`src/hw/rtl/bpc_pkg.sv`:
```
`default_nettype none

package bpc_pkg;

    // field widths
    localparam int TimeW = 32;
    localparam int ThrW  = 16;
    localparam int IdxW  = 2;
    localparam int KindW = 2;

    // register indexes on the configuration port
    localparam logic [IdxW-1:0] CFG_DEBOUNCE   = 2'd0;
    localparam logic [IdxW-1:0] CFG_LONG_PRESS = 2'd1;
    localparam logic [IdxW-1:0] CFG_DBL_GAP    = 2'd2;

    // reset values of the thresholds
    localparam logic [ThrW-1:0] DEBOUNCE_RST   = 16'd50;
    localparam logic [ThrW-1:0] LONG_PRESS_RST = 16'd700;
    localparam logic [ThrW-1:0] DBL_GAP_RST    = 16'd250;

    // event codes
    localparam logic [KindW-1:0] EV_SINGLE = 2'd0;
    localparam logic [KindW-1:0] EV_LONG   = 2'd1;
    localparam logic [KindW-1:0] EV_DOUBLE = 2'd2;

    typedef enum logic [2:0] {
        PH_IDLE        = 3'd0,
        PH_DEBOUNCE    = 3'd1,
        PH_PRESSED     = 3'd2,
        PH_WAIT_UP     = 3'd3,
        PH_WAIT_SECOND = 3'd4
    } phase_t;

    typedef struct packed {
        logic             pin_low;
        logic [TimeW-1:0] now_ms;
    } sample_t;

    typedef struct packed {
        logic [ThrW-1:0] debounce_time;
        logic [ThrW-1:0] long_press_time;
        logic [ThrW-1:0] double_click_gap;
    } thresholds_t;

    // handshake between the input register and the classifier
    typedef struct packed {
        logic valid;
        logic fire;
    } stage_ctl_t;

endpackage

`default_nettype wire

```
`src/hw/rtl/bpc_cfg_regs.sv`:
```
`default_nettype none

module bpc_cfg_regs (
    input  wire logic                      clk,
    input  wire logic                      rst_n,
    input  wire logic                      cfg_we,
    input  wire logic [bpc_pkg::IdxW-1:0]  cfg_index,
    input  wire logic [bpc_pkg::ThrW-1:0]  cfg_data,
    output bpc_pkg::thresholds_t           thr
);
    import bpc_pkg::*;

    thresholds_t thr_reg;
    thresholds_t thr_next;

    // decode the register index, unknown indexes are dropped
    always_comb
    begin
        thr_next = thr_reg;
        if (cfg_we)
        begin
            case (cfg_index)
                CFG_DEBOUNCE:   thr_next.debounce_time    = cfg_data;
                CFG_LONG_PRESS: thr_next.long_press_time  = cfg_data;
                CFG_DBL_GAP:    thr_next.double_click_gap = cfg_data;
                default:        thr_next = thr_reg;
            endcase
        end
    end

    always_ff @(posedge clk or negedge rst_n)
    begin
        if (!rst_n)
        begin
            thr_reg.debounce_time    <= DEBOUNCE_RST;
            thr_reg.long_press_time  <= LONG_PRESS_RST;
            thr_reg.double_click_gap <= DBL_GAP_RST;
        end
        else
        begin
            thr_reg <= thr_next;
        end
    end

    assign thr = thr_reg;

endmodule

`default_nettype wire

```
`src/hw/rtl/bpc_in_stage.sv`:
```
`default_nettype none

module bpc_in_stage (
    input  wire logic                      clk,
    input  wire logic                      rst_n,
    input  wire logic                      in_valid,
    output logic                           in_stall,
    input  wire logic                      pin_low,
    input  wire logic [bpc_pkg::TimeW-1:0] now_ms,
    input  wire logic                      fire,
    output logic                           sample_valid,
    output bpc_pkg::sample_t               sample
);
    import bpc_pkg::*;

    logic    valid_reg;
    logic    valid_next;
    logic    accept;
    sample_t sample_reg;

    // hold off only while a sample sits here and cannot move on
    assign in_stall = valid_reg && !fire;
    assign accept   = in_valid && !in_stall;

    always_comb
    begin
        valid_next = valid_reg;
        if (accept)
            valid_next = 1'b1;
        else if (fire)
            valid_next = 1'b0;
    end

    always_ff @(posedge clk or negedge rst_n)
    begin
        if (!rst_n)
            valid_reg <= 1'b0;
        else
            valid_reg <= valid_next;
    end

    // payload capture
    always_ff @(posedge clk)
    begin
        if (accept)
        begin
            sample_reg.pin_low <= pin_low;
            sample_reg.now_ms  <= now_ms;
        end
    end

    assign sample_valid = valid_reg;
    assign sample       = sample_reg;

endmodule

`default_nettype wire

```
`src/hw/rtl/bpc_classify.sv`:
```
`default_nettype none

module bpc_classify (
    input  wire logic                       clk,
    input  wire logic                       rst_n,
    input  wire bpc_pkg::thresholds_t       thr,
    input  wire logic                       sample_valid,
    input  wire bpc_pkg::sample_t           sample,
    output bpc_pkg::stage_ctl_t             ctl,
    output logic                            out_valid,
    input  wire logic                       out_stall,
    output logic [bpc_pkg::KindW-1:0]       event_kind
);
    import bpc_pkg::*;

    phase_t             phase_reg;
    phase_t             phase_next;
    logic [TimeW-1:0]   mark_reg;
    logic [TimeW-1:0]   mark_next;
    logic               out_valid_reg;
    logic               out_valid_next;
    logic [KindW-1:0]   kind_reg;
    logic [KindW-1:0]   kind_next;
    logic               emit;
    logic [KindW-1:0]   emit_kind;
    logic               fire;
    logic [TimeW-1:0]   elapsed;
    logic               past_debounce;
    logic               past_long;
    logic               past_gap;
    logic               under_gap;

    // a sample moves on when the result slot is free or being emptied
    assign fire = sample_valid && (!out_valid_reg || !out_stall);
    assign ctl.valid = sample_valid;
    assign ctl.fire  = fire;

    // wrapping elapsed time and threshold compares
    assign elapsed       = sample.now_ms - mark_reg;
    assign past_debounce = elapsed > {{(TimeW-ThrW){1'b0}}, thr.debounce_time};
    assign past_long     = elapsed > {{(TimeW-ThrW){1'b0}}, thr.long_press_time};
    assign past_gap      = elapsed > {{(TimeW-ThrW){1'b0}}, thr.double_click_gap};
    assign under_gap     = elapsed < {{(TimeW-ThrW){1'b0}}, thr.double_click_gap};

    // phase transitions and event decision
    always_comb
    begin
        phase_next = phase_reg;
        mark_next  = mark_reg;
        emit       = 1'b0;
        emit_kind  = EV_SINGLE;
        case (phase_reg)
            PH_DEBOUNCE:
            begin
                if (past_debounce)
                begin
                    if (sample.pin_low)
                    begin
                        phase_next = PH_PRESSED;
                        mark_next  = sample.now_ms;
                    end
                    else
                    begin
                        phase_next = PH_IDLE;
                    end
                end
            end
            PH_PRESSED:
            begin
                if (sample.pin_low)
                begin
                    if (past_long)
                    begin
                        emit       = 1'b1;
                        emit_kind  = EV_LONG;
                        phase_next = PH_WAIT_UP;
                    end
                end
                else if (under_gap)
                begin
                    phase_next = PH_WAIT_SECOND;
                    mark_next  = sample.now_ms;
                end
                else
                begin
                    emit       = 1'b1;
                    emit_kind  = EV_SINGLE;
                    phase_next = PH_IDLE;
                end
            end
            PH_WAIT_UP:
            begin
                if (!sample.pin_low)
                    phase_next = PH_IDLE;
            end
            PH_WAIT_SECOND:
            begin
                if (past_gap)
                begin
                    emit       = 1'b1;
                    emit_kind  = EV_SINGLE;
                    phase_next = PH_IDLE;
                end
                else if (sample.pin_low)
                begin
                    emit       = 1'b1;
                    emit_kind  = EV_DOUBLE;
                    phase_next = PH_WAIT_UP;
                end
            end
            default:
            begin
                // idle, and any stray code behaves as idle
                if (sample.pin_low)
                begin
                    phase_next = PH_DEBOUNCE;
                    mark_next  = sample.now_ms;
                end
                else
                begin
                    phase_next = PH_IDLE;
                end
            end
        endcase
    end

    // result register next value
    always_comb
    begin
        out_valid_next = out_valid_reg;
        kind_next      = kind_reg;
        if (out_valid_reg && !out_stall)
            out_valid_next = 1'b0;
        if (fire && emit)
        begin
            out_valid_next = 1'b1;
            kind_next      = emit_kind;
        end
    end

    // phase and mark update only when a transaction is processed
    always_ff @(posedge clk or negedge rst_n)
    begin
        if (!rst_n)
        begin
            phase_reg     <= PH_IDLE;
            mark_reg      <= '0;
            out_valid_reg <= 1'b0;
        end
        else
        begin
            if (fire)
            begin
                phase_reg <= phase_next;
                mark_reg  <= mark_next;
            end
            out_valid_reg <= out_valid_next;
        end
    end

    always_ff @(posedge clk)
    begin
        kind_reg <= kind_next;
    end

    assign out_valid  = out_valid_reg;
    assign event_kind = kind_reg;

endmodule

`default_nettype wire

```
`src/hw/rtl/button_press_classifier.sv`:
```
`default_nettype none

// Push-button classifier: each input transaction is one poll of an active-low
// button (pin_low) with a free-running millisecond timestamp (now_ms), and the
// block reports single press (0), long press (1) or double click (2) on
// event_kind, at most one event per poll. Thresholds are written through
// cfg_we/cfg_index/cfg_data (0 debounce, 1 long press, 2 double-click gap,
// reset 50/700/250 ms); write them only while no poll is in flight. A poll
// is accepted every cycle unless in_stall is high; it is held in the input
// register until the classifier takes it, and its event is then registered
// on the output register. in_stall rises only while an event is held back by
// out_stall and another poll is already waiting behind it.
module button_press_classifier (
    input  wire logic                      clk,
    input  wire logic                      rst_n,
    input  wire logic                      cfg_we,
    input  wire logic [bpc_pkg::IdxW-1:0]  cfg_index,
    input  wire logic [bpc_pkg::ThrW-1:0]  cfg_data,
    input  wire logic                      in_valid,
    output logic                           in_stall,
    input  wire logic                      pin_low,
    input  wire logic [bpc_pkg::TimeW-1:0] now_ms,
    output logic                           out_valid,
    input  wire logic                      out_stall,
    output logic [bpc_pkg::KindW-1:0]      event_kind
);
    import bpc_pkg::*;

    thresholds_t thr;
    sample_t     sample;
    logic        sample_valid;
    stage_ctl_t  ctl;

    // threshold registers
    bpc_cfg_regs u_cfg (
        .clk       (clk),
        .rst_n     (rst_n),
        .cfg_we    (cfg_we),
        .cfg_index (cfg_index),
        .cfg_data  (cfg_data),
        .thr       (thr)
    );

    // input register
    bpc_in_stage u_in (
        .clk          (clk),
        .rst_n        (rst_n),
        .in_valid     (in_valid),
        .in_stall     (in_stall),
        .pin_low      (pin_low),
        .now_ms       (now_ms),
        .fire         (ctl.fire),
        .sample_valid (sample_valid),
        .sample       (sample)
    );

    // phase machine and result register
    bpc_classify u_cls (
        .clk          (clk),
        .rst_n        (rst_n),
        .thr          (thr),
        .sample_valid (sample_valid),
        .sample       (sample),
        .ctl          (ctl),
        .out_valid    (out_valid),
        .out_stall    (out_stall),
        .event_kind   (event_kind)
    );

endmodule

`default_nettype wire

```
`config.mk`:
```
export PLATFORM = sky130hd
export DESIGN_NAME = button_press_classifier
export DESIGN_NICKNAME = d
export VERILOG_FILES = /design/src/hw/rtl/bpc_pkg.sv /design/src/hw/rtl/bpc_cfg_regs.sv /design/src/hw/rtl/bpc_in_stage.sv /design/src/hw/rtl/bpc_classify.sv /design/src/hw/rtl/button_press_classifier.sv
export SDC_FILE = /design/constraint.sdc
export NUM_CORES = 1
export LEC_CHECK = 0
export BUFFER_PORTS_ARGS = -buffer_cell sky130_fd_sc_hd__buf_2
export CORE_ASPECT_RATIO = 0.9
export CORE_MARGIN = 2
export CORE_UTILIZATION = 55
export DETAILED_ROUTE_END_ITERATION = 16
export PLACE_DENSITY = 0.74
export SLEW_MARGIN = 0
export SYNTH_ARGS = -nofsm -noshare
export SYNTH_HDL_FRONTEND = slang
export SYNTH_HIERARCHICAL = 1
export SYNTH_SLANG_ARGS = --single-unit
export TNS_END_PERCENT = 10
```
`constraint.sdc`:
```
create_clock -name clk -period 5.7 [get_ports clk]
set_input_delay 1.71 -clock clk [delete_from_list [all_inputs] [get_ports clk]]
set_output_delay 1.71 -clock clk [all_outputs]
set_load 0.02 [all_outputs]
```
==> key figures, run 1 <==
CTS
  • H-tree levels: 4
  • Clock transition at path regs: approximately 0.06 ns
  • Clk_lat worst skew: 0.43 ns
  • Maximum clock path buffer count: 2
  • Post_cts resized: 0
  • Num CTS Buffers: 17
  • Hold_buf cts: 0
  • Clock Tree Root: clkbuf_16
  • CTS tree: built
  • CTS Sinks: 120
  • Post-CTS setup buffer count: 0

Final layout
  • Ant diodes: 0
  • FILL cells: roughly 1200
  • Max FFs per register: between 40 and 50
  • Share of post-route cells with drive strength above 1: 0.244
  • Utilization after layout: 0.632
  • Area Overhead vs Synth: 13.2%
  • Nets: 931
  • Post-route cell area: 0.00882 mm^2

Synth
  • Synthesis warning total: 6
  • Syn avg cell area: around 11 um^2
  • Mapped Cells: roughly 740
  • Syn Nets: 873
  • Synthesized cell area: 0.00780 mm^2

Placed design
  • DP Area: 0.00821 mm^2
  • Pre-CTS setup slack: 0.574 ns
  • RD Place Congestion: about 0.9
  • Dpl hpwl: about 13000 um
  • PortBufs: between 50 and 60

STA
  • Fmax: about 190 MHz
  • Setup-failing EPs final: 0
  • Fin. Hold Viols: 0
  • Max-slew headroom: 0.218
  • Fin worst setup slack: between 0.4 and 0.5 ns
  • Sum Neg Setup Slack: 0 ns
  • Final clock skew: 0.0126 ns
  • RSZ-0062 raised after global routing: no
  • Least-Margin Pin Slew: roughly 1.2 ns
  • Final Max Slew Viols: 0
  • Post-layout min period: 5.21 ns
  • Period utilization: 0.913
  • Hold_ws: approximately 0.49 ns

Global routing
  • Total Routing Usage GR: 0.241
  • First-pass GRT wire length: approximately 28000 um
  • M1 GR Usage: 0.348
  • Initial antenna violation count: 0
  • Largest net degree at the start of global routing: 50
  • Most crowded layer after global routing: met2
  • Vias in the first global route: roughly 5600
  • M2 GR Usage: 0.363
  • Met3 Use GR: 0.0509
  • Total gr overflow: 0

Setup path
  • Critical path capture point type: flip-flop
  • Crit path required time: 6.00 ns
  • Worst setup SP type: flip-flop
  • Peak fanout along the critical path: 32
  • CP Class: reg -> reg
  • Arrival time worst endpoint: 5.51 ns

Route
  • ANT nets after route: 0
  • Routed len/inst: 17.3 um
  • Drt via density: between 5 and 6
  • First-pass DRT Iterations: 7
  • DRC Markers: 0
  • DRT Wirelength: 17300 um
  • Total number of vias: ~5700
  • DRT iter0 DRCs: 416

Die
  • Die width: approximately 130 um
  • Ports: 60
  • Initial core utilization: 0.559
  • Die area: around 0.015 mm^2
  • Row cnt: 41
  • Core box area: ~0.014 mm^2
  • Die Height: between 100 and 150 um

Min path
  • Min-Delay Path Class: reg -> reg

Power and ir drop
  • Cell leakage power: 0.00418 uW
  • Max VDD drop: between 0.2 and 0.3 mV
  • Pwr dens: around 620 mW/mm^2

Outcome
  • Status: finished clean

Flow run
  • Number of max-cap violations: 0
[worst max-delay path, cell delays in order (launching register included)]
cell,delay (ns)
edfxtp_1,0.38
ha_1,0.38
a21o_1,0.21
a31o_2,0.23
nor2_1,0.15
nor2b_1,0.09
a41oi_1,0.25
xnor2_1,0.23
ha_1,0.32
a21oi_1,0.18
nor2b_1,0.06
o21ai_0,0.13
a21oi_1,0.10
a211oi_1,0.19
o21ai_0,0.22
nand2b_1,0.20
or4_1,0.44
a221o_2,0.81
mux2_4,0.46
[final cells by class]
class	instances	area (um^2)	share of cell area
Tap cell	193	241	0.0274
Multi-Input combinational cell	509	4140	0.469
Timing Repair Buffer	61	313	0.0354
Sequential cell	120	3200	0.362
Inverter	86	323	0.0366
Clock inverter	14	181	0.0206
Clock buffer	18	429	0.0486
[layer usage]
layer | wire, um | share of wire
met1 | 8560 | 0.49
met2 | 7600 | 0.44
met3 | 849 | 0.049
met4 | 290 | 0.017
met5 | 0 | 0
[cell usage in the layout (no fill, tap or decap), drive strengths merged, types with 3 or more instances in the layout]
| cell | count |
|---|---|
| a211oi | 7 |
| a21o | 21 |
| a21oi | 49 |
| a221o | 4 |
| a41oi | 3 |
| and2 | 3 |
| and3 | 5 |
| buf | 61 |
| bufinv | 4 |
| clkbuf | 18 |
| clkinv | 8 |
| dfrtp | 70 |
| dfstp | 15 |
| edfxtp | 35 |
| ha | 79 |
| inv | 86 |
| mux2 | 80 |
| nand2 | 48 |
| nand2b | 7 |
| nand3 | 9 |
| nand3b | 4 |
| nand4 | 18 |
| nor2 | 34 |
| nor2b | 7 |
| nor3 | 7 |
| nor4 | 4 |
| o211ai | 6 |
| o21a | 10 |
| o21ai | 34 |
| o21bai | 3 |
| o31ai | 3 |
| or3 | 5 |
| xnor2 | 14 |
| xor2 | 10 |
[power breakdown]
| group | switching [uW] | internal [uW] |
|---|---|---|
| registers | 141 | 1130 |
| logic | 1770 | 1320 |
| clock network | 397 | 725 |
| total | 2300 | 3180 |
[path summary, 6_finish.rpt]
kind                       slack [ns]                   startpoint  depth (start not counted)                        endpoint
max reg2reg                      0.49     u_in/sample[4]$_DFFE_PP_                         18  u_cls/mark_reg[26]$_DFFE_PN0P_
max in group asynchronous        3.44                        rst_n                          2        u_cfg/thr[2]$_DFFE_PN0P_
max                              0.49     u_in/sample[4]$_DFFE_PP_                         18  u_cls/mark_reg[26]$_DFFE_PN0P_
min in group asynchronous        1.25                        rst_n                          1       u_cfg/thr[27]$_DFFE_PN0P_
min reg2reg                      0.49  u_cls/out_valid$_DFFE_PN0P_                          2     u_cls/out_valid$_DFFE_PN0P_
min                              0.49  u_cls/out_valid$_DFFE_PN0P_                          2     u_cls/out_valid$_DFFE_PN0P_
[stage by stage]
step / std cells / power (uW)
after floorplan: 737 / 3570
after global placement: 969 / 4230
after detailed placement: 969 / 4300
after CTS: 1001 / 5460
after global routing: 1001 / 5930
final: 1001 / 5480
No activity file was read; power rests on OpenSTA's default activity.
==> run 2: changes to the inputs <==
--- a/config.mk
+++ b/config.mk
@@ -5,7 +5,7 @@
 export SDC_FILE = /design/constraint.sdc
 export NUM_CORES = 1
 export LEC_CHECK = 0
-export BUFFER_PORTS_ARGS = -buffer_cell sky130_fd_sc_hd__buf_2
+export BUFFER_PORTS_ARGS = -buffer_cell sky130_fd_sc_hd__clkbuf_2
 export CORE_ASPECT_RATIO = 0.9
 export CORE_MARGIN = 2
 export CORE_UTILIZATION = 55
==> key figures, run 2 (synthesis results as in run 1) <==
CTS
  • Maximum clock path buffer count: 2 (unchanged)
  • Hold_buf cts: 0 (unchanged)
  • Num CTS Buffers: 17 (unchanged)
  • Clk_lat worst skew: 0.43 ns (about the same)
  • H-tree levels: 4 (unchanged)
  • CTS tree: built
  • CTS Sinks: 120 (unchanged)
  • Post_cts resized: 0 (unchanged)
  • Post-CTS setup buffer count: 0 (unchanged)
  • Clock transition at path regs: 0.06 ns (about the same)
  • Clock Tree Root: clkbuf_16

Global routing
  • Initial antenna violation count: 0 (unchanged)
  • First-pass GRT wire length: 28800 um (+2.3%)
  • Largest net degree at the start of global routing: 53 (+6.0%)
  • Vias in the first global route: 5690 (+2.0%)
  • Total Routing Usage GR: 0.245 (+0.00411)
  • Total gr overflow: 0 (unchanged)

Min path
  • Hold wc startpoint: u_cls/out_valid$_DFFE_PN0P_
  • Worst hold stages: 2 (unchanged)
  • Min-Delay Path Class: reg -> reg
  • Hold Path Sink: u_cls/out_valid$_DFFE_PN0P_

Setup path
  • Crit-path slowest cell: or4_1
  • Worst r2r dst: u_cls/mark_reg[16]$_DFFE_PN0P_
  • FF-to-FF Start: u_in/sample[4]$_DFFE_PP_
  • Crit-path max cell delay: 0.43 ns (-0.38 ns)
  • Critical path capture point type: flip-flop
  • CP Cell Sequence: ha_1 > a21o_1 > a31o_2 > nor2_1 > nor2b_1 > a41oi_1 > xnor2_1 > ha_1 > a21oi_1 > nor2b_1 > o21ai_0 > a21oi_1 > a211oi_1 > o21ai_0 > nand2b_1 > or4_1 > a221o_2 > buf_4 > mux2_4
  • Crit path required time: 6.01 ns (about the same)
  • Worst r2r path cells: 19 (+1)
  • CP Class: reg -> reg
  • Setup slack, reg-to-reg: 0.68 ns (+0.19 ns)
  • Arrival time worst endpoint: 5.33 ns (-0.18 ns)
  • Peak fanout along the critical path: 16 (-50%)
  • Worst setup SP type: flip-flop

STA
  • Max-slew headroom: 0.381 (+0.163)
  • Final clock skew: 0.0182 ns (+0.00554 ns)
  • Period utilization: 0.880 (-0.0327)
  • Fin. Hold Viols: 0 (unchanged)
  • Post-layout min period: 5.02 ns (-0.187 ns)
  • Sum Neg Setup Slack: 0 ns (unchanged)
  • Final Max Slew Viols: 0 (unchanged)
  • RSZ-0062 raised after global routing: no
  • Fin worst setup slack: 0.681 ns (+0.187 ns)
  • Setup-failing EPs final: 0 (unchanged)
  • Fmax: 199 MHz (+3.7%)
  • Least-Margin Pin Slew: 0.927 ns (-0.246 ns)

Die
  • Initial core utilization: 0.559 (unchanged)
  • Core box area: 0.0140 mm^2 (unchanged)
  • Ports: 60 (unchanged)
  • Die Height: 117 um (unchanged)
  • Die area: 0.0151 mm^2 (unchanged)
  • Die width: 130 um (unchanged)
  • Row cnt: 41 (unchanged)

Final layout
  • Share of post-route cells with drive strength above 1: 0.247 (+0.00341)
  • Ant diodes: 0 (unchanged)
  • Commonest non-fill, non-tap cell in the layout: inv_1
  • Max FFs per register: 48 (unchanged)
  • Most frequent cells in the layout: inv_1, ha_1, dfrtp_1
  • Nets: 932 (+0.11%)
  • Area Overhead vs Synth: 12.9%
  • FILL cells: 1144 (-1.0%)
  • Finished Layout Cells: 1002 (+0.10%)

Route
  • Routed len/inst: 17.6 um (+1.7%)
  • First-pass DRT Iterations: 5 (-2)
  • DRC Markers: 0 (unchanged)
  • WL met1: 8690 um (+1.5%)
  • Met3 Wirelength: 874 um (+2.9%)
  • Top Metal Used: met4
  • Routed wl met2: 7800 um (+2.6%)
  • ANT nets after route: 0 (unchanged)
  • DRT Wirelength: 17600 um (+1.8%)
  • Total number of vias: 5764 (+1.4%)
  • Drt via density: 5.75 (+1.3%)
  • DRT iter0 DRCs: 515 (+24%)

Placed design
  • Dpl hpwl: 13300 um (+1.9%)
  • Dpl cells: 970 (+0.10%)
  • PortBufs: 59 (unchanged)
  • Pre-CTS setup slack: 0.734 ns (+0.160 ns)
  • RD Place Congestion: 0.882 (-2.3%)

Outcome
  • Status: finished clean

Power and ir drop
  • Pwr dens: 618 mW/mm^2 (-0.45%)
  • Cell leakage power: 0.00417 uW (-0.28%)
  • Max VDD drop: 0.310 mV (+4.7%)

Flow run
  • Number of max-cap violations: 0 (unchanged)
run 2: worst max-delay path: cells and delay by family, from the launching register on:
family / cells / cell delay [ns]
AOI/OAI and AO/OA: 9 / 1.97
and+or+nand+nor: 5 / 0.94
adders and majority gates: 2 / 0.73
DFF: 1 / 0.40
muxes: 1 / 0.33
xor gates and xnor gates: 1 / 0.26
buffers and inverters: 1 / 0.24
run 2: final cells by class:
cell class / instances / area (um^2) / share of cell area
timing repair buffer: 62 / 320 / 0.0364
tap: 193 / 241 / 0.0274
clock buffer: 17 / 425 / 0.0483
clock inverter: 15 / 156 / 0.0178
multi-input combinational: 509 / 4140 / 0.470
sequential: 120 / 3200 / 0.363
inverter: 86 / 323 / 0.0367
run 2: how the worst max path moves through the flow:
stage | startpoint | end | slack, ns | cells after the start
after floorplan | u_in/sample[4]$_DFFE_PP_ | u_cls/mark_reg[0]$_DFFE_PN0P_ | 1.36 | 19
after global placement | u_in/sample[4]$_DFFE_PP_ | u_cls/mark_reg[15]$_DFFE_PN0P_ | 0.92 | 19
after detailed placement | u_in/sample[4]$_DFFE_PP_ | u_cls/mark_reg[21]$_DFFE_PN0P_ | 0.73 | 19
after CTS | u_in/sample[4]$_DFFE_PP_ | u_cls/mark_reg[16]$_DFFE_PN0P_ | 0.70 | 19
after global routing | u_cls/mark_reg[1]$_DFFE_PN0P_ | u_cls/mark_reg[16]$_DFFE_PN0P_ | 0.35 | 20
final | u_in/sample[4]$_DFFE_PP_ | u_cls/mark_reg[16]$_DFFE_PN0P_ | 0.68 | 19
run 2: layer usage:
metal | global-route usage | vias up
li1 | - | 2794
met1 | 0.353 | 2809
met2 | 0.376 | 145
met3 | 0.0477 | 16
met4 | 0.0753 | 0
met5 | 0 | -
run 2: power by group:
part / switching [uW] / total (uW) / leakage (uW) / internal [uW]
clock: 408 / 1050 / 0.000271 / 642
sequential: 142 / 1270 / 0.00132 / 1130
combinational: 1800 / 3120 / 0.00257 / 1330
total: 2350 / 5440 / 0.00417 / 3100
run 2: per-stage QoR:
step	total power, uW	hold slack, ns	cell area (um^2)	util
after floorplan	3570	0.479	7800	-
after global placement	4240	0.490	8220	0.589
after detailed placement	4320	0.493	8220	0.589
after CTS	5410	0.505	8800	0.631
after global routing	5860	0.508	8800	0.631
final	5440	0.500	8800	0.631
==> run 3: changes to the inputs <==
--- a/config.mk
+++ b/config.mk
@@ -6,14 +6,15 @@
 export NUM_CORES = 1
 export LEC_CHECK = 0
 export BUFFER_PORTS_ARGS = -buffer_cell sky130_fd_sc_hd__clkbuf_2
+export CELL_PAD_IN_SITES_DETAIL_PLACEMENT = 1
+export CELL_PAD_IN_SITES_GLOBAL_PLACEMENT = 1
 export CORE_ASPECT_RATIO = 0.9
 export CORE_MARGIN = 2
-export CORE_UTILIZATION = 55
+export CORE_UTILIZATION = 48
 export DETAILED_ROUTE_END_ITERATION = 16
-export PLACE_DENSITY = 0.74
+export PLACE_DENSITY_LB_ADDON = 0.1
 export SLEW_MARGIN = 0
 export SYNTH_ARGS = -nofsm -noshare
 export SYNTH_HDL_FRONTEND = slang
-export SYNTH_HIERARCHICAL = 1
 export SYNTH_SLANG_ARGS = --single-unit
 export TNS_END_PERCENT = 10
==> key figures, run 3 <==
CTS
  • H-tree levels: 4 (unchanged)
  • Clock Tree Root: clkbuf_16
  • Num CTS Buffers: 17 (unchanged)
  • Hold_buf cts: 0 (unchanged)
  • CTS Sinks: 120 (unchanged)
  • Post-CTS setup buffer count: 0 (unchanged)
  • Clock transition at path regs: 0.06 ns (about the same)
  • Post_cts resized: 0 (unchanged)
  • Maximum clock path buffer count: 2 (unchanged)
  • CTS tree: built
  • Clk_lat worst skew: 0.43 ns (about the same)

STA
  • Period utilization: 0.864 (-0.0168)
  • Least-Margin Pin Slew: 1.14 ns (+0.215 ns)
  • Post-layout min period: 4.92 ns (-0.0959 ns)
  • Final clock skew: 0.00770 ns (-0.0105 ns)
  • Final Max Slew Viols: 0 (unchanged)
  • Max-slew headroom: 0.238 (-0.143)
  • RSZ-0062 raised after global routing: no
  • Fmax: 203 MHz (+1.9%)
  • Setup-failing EPs final: 0 (unchanged)
  • Fin. Hold Viols: 0 (unchanged)
  • Sum Neg Setup Slack: 0 ns (unchanged)

Global routing
  • First-pass GRT wire length: 35200 um (+22%)
  • Total Routing Usage GR: 0.255 (+0.00982)
  • Largest net degree at the start of global routing: 86 (+62%)
  • Vias in the first global route: 6755 (+19%)
  • Total gr overflow: 0 (unchanged)
  • Initial antenna violation count: 0 (unchanged)

Route
  • First-pass DRT Iterations: 4 (-1)
  • DRT Wirelength: 21200 um (+20%)
  • DRT iter0 DRCs: 232 (-55%)
  • ANT nets after route: 0 (unchanged)
  • Drt via density: 5.78 (+0.41%)
  • Total number of vias: 6094 (+5.7%)
  • Routed len/inst: 20.1 um (+14%)
  • DRC Markers: 0 (unchanged)

Synth
  • Cell taking the most area after synthesis: dfrtp_1
  • Yosys reg bits: 120
  • Top cells by area, synth: dfrtp_1, edfxtp_1, ha_1
  • Syn Nets: 914 (+4.7%)
  • Mapped Cells: 778 (+5.6%)
  • Async S/R FF share, synth: 0.708
  • Syn avg cell area: 10.2 um^2 (-3.8%)
  • Synthesized cell area: 0.00792 mm^2 (+1.6%)
  • Synthesis warning total: 0 (-6)
  • Post-synth top cells: inv_1, ha_1, dfrtp_1
  • Sequential share of the synthesized area: 0.404
  • Share of the synthesized area in the top cell type: 0.221
  • Top-count cell post-synth: inv_1
  • Distinct cells, synth: 71
  • Main flop type after synthesis: dfrtp_1
  • Post-synth EDFFs: 35

Setup path
  • Setup slack, reg-to-reg: 0.78 ns (+0.10 ns)
  • Worst r2r path cells: 19 (unchanged)
  • FF-to-FF Start: u_in.sample[4]$_DFFE_PP_
  • Worst setup startpoint: u_in.sample[4]$_DFFE_PP_
  • Worst setup SP type: flip-flop
  • Peak fanout along the critical path: 5 (-11)
  • CP Class: reg -> reg
  • Crit path required time: 6.01 ns (about the same)
  • Critical path capture point type: flip-flop
  • Arrival time worst endpoint: 5.24 ns (-0.09 ns)
  • Worst r2r dst: u_cls.out_valid$_DFFE_PN0P_

Placed design
  • Dpl cells: 1023 (+5.5%)
  • Dpl hpwl: 15900 um (+20%)
  • RD Place Congestion: 0.871 (-1.3%)
  • PortBufs: 59 (unchanged)

Min path
  • Hold wc startpoint: u_cfg.thr[14]$_DFFE_PN0P_
  • Min-Delay Path Class: reg -> reg
  • Worst hold stages: 1 (-1)
  • Hold Path Sink: u_cfg.thr[14]$_DFFE_PN0P_

Final layout
  • Max FFs per register: 48 (unchanged)
  • Area Overhead vs Synth: 13.1%
  • Share of post-route cells with drive strength above 1: 0.225 (-0.0220)
  • Utilization after layout: 0.556 (-0.0753)
  • Commonest non-fill, non-tap cell in the layout: inv_1
  • Ant diodes: 0 (unchanged)
  • Nets: 971 (+4.2%)
  • Most frequent cells in the layout: inv_1, ha_1, dfrtp_1
  • Finished Layout Cells: 1055 (+5.3%)

Power and ir drop
  • Seq pwr share: 0.221 (-0.012)
  • Max VDD drop: 0.433 mV (+40%)
  • Pwr dens: 630 mW/mm^2 (+1.9%)
  • NetSw: 2520 uW (+7.5%)
  • Comb power frac: 0.591 (+0.017)
  • Cell leakage power: 0.00424 uW (+1.8%)
  • Internal Power: 3120 uW (+0.90%)
  • Sw Share: 0.447 (+0.0155)
  • Clock power share: 0.188 (-0.005)

Die
  • Initial core utilization: 0.491 (-0.0678)
  • Row cnt: 44 (+7.3%)
  • Ports: 60 (unchanged)
  • Core box area: 0.0161 mm^2 (+16%)
  • Die Height: 126 um (+7.6%)
  • Die area: 0.0175 mm^2 (+16%)
  • Die width: 139 um (+7.6%)

Flow run
  • Number of max-cap violations: 0 (unchanged)

Outcome
  • Status: finished clean
[run 3: stage by stage]
| stage | worst slack, ns | hold slack [ns] | area (um^2) | total power (uW) |
|---|---|---|---|---|
| final | 0.777 | 0.508 | 8960 | 5650 |
| after floorplan | 1.88 | 0.479 | 7920 | 3620 |
| after global placement | 0.970 | 0.488 | 8390 | 4360 |
| after CTS | 0.792 | 0.509 | 8960 | 5670 |
| after detailed placement | 0.843 | 0.494 | 8390 | 4550 |
| after global routing | 0.425 | 0.526 | 8960 | 6100 |
[run 3: worst max-delay path by stage]
stage,endpoint,slack (ns),cells after the start
floorplan,u_cls.mark_reg[10]$_DFFE_PN0P_,1.88,20
global placement,u_cls.mark_reg[0]$_DFFE_PN0P_,0.97,12
detailed placement,u_cls.out_valid$_DFFE_PN0P_,0.84,19
CTS,u_cls.out_valid$_DFFE_PN0P_,0.79,19
global route,u_cls.mark_reg[31]$_DFFE_PN0P_,0.42,20
finish,u_cls.out_valid$_DFFE_PN0P_,0.78,19
[run 3: logic make-up after synthesis]
family	Yosys count	share of synthesized area
mux	68	0.110
fa+ha+maj	80	0.127
flops	120	0.404
buf+inv	114	0.0591
compound gates	201	0.167
simple gates	173	0.109
xor+xnor	22	0.0243
[run 3: routing by layer]
metal | track usage | up-vias | wire, um
met4 | 0.0838 | 0 | 399
met1 | 0.338 | 3014 | 9980
li1 | - | 2932 | -
met2 | 0.427 | 120 | 10000
met3 | 0.0418 | 28 | 771
met5 | 0 | - | 0
[run 3: worst max-delay path: stages (launching register included)]
cell and delay (ns):
edfxtp_1 0.40, ha_1 0.40, o211ai_1 0.13, a21oi_1 0.29, nor2_1 0.13, nor2_1 0.17, a31oi_1 0.15, xnor2_1 0.43
ha_1 0.34, a21o_1 0.18, a21o_1 0.17, a21o_1 0.18, a2111oi_0 0.50, o21bai_1 0.18, a21oi_1 0.32, nand2_1 0.12
nor2_1 0.16, o31a_1 0.15, a221oi_1 0.13, a21o_1 0.24
[run 3: power by group through the flow]
| stage | Combinational (uW) | Clock, uW | Sequential (uW) |
|---|---|---|---|
| finish | 3340 | 1060 | 1250 |
| global route | 3720 | 1110 | 1270 |
| CTS | 3340 | 1080 | 1250 |
| detailed placement | 3290 | 0 | 1260 |
| global placement | 3120 | 0 | 1240 |
| floorplan | 2400 | 0 | 1220 |
[run 3: final cells by class]
type / count / area (um^2)
well taps: 207 / 259
flip-flops and latches: 120 / 3200
clock inverters: 14 / 135
multi-input cells: 544 / 4260
clock buffers: 18 / 439
inverters: 90 / 338
fillers: 1814 / 7170
repair buffers: 62 / 333
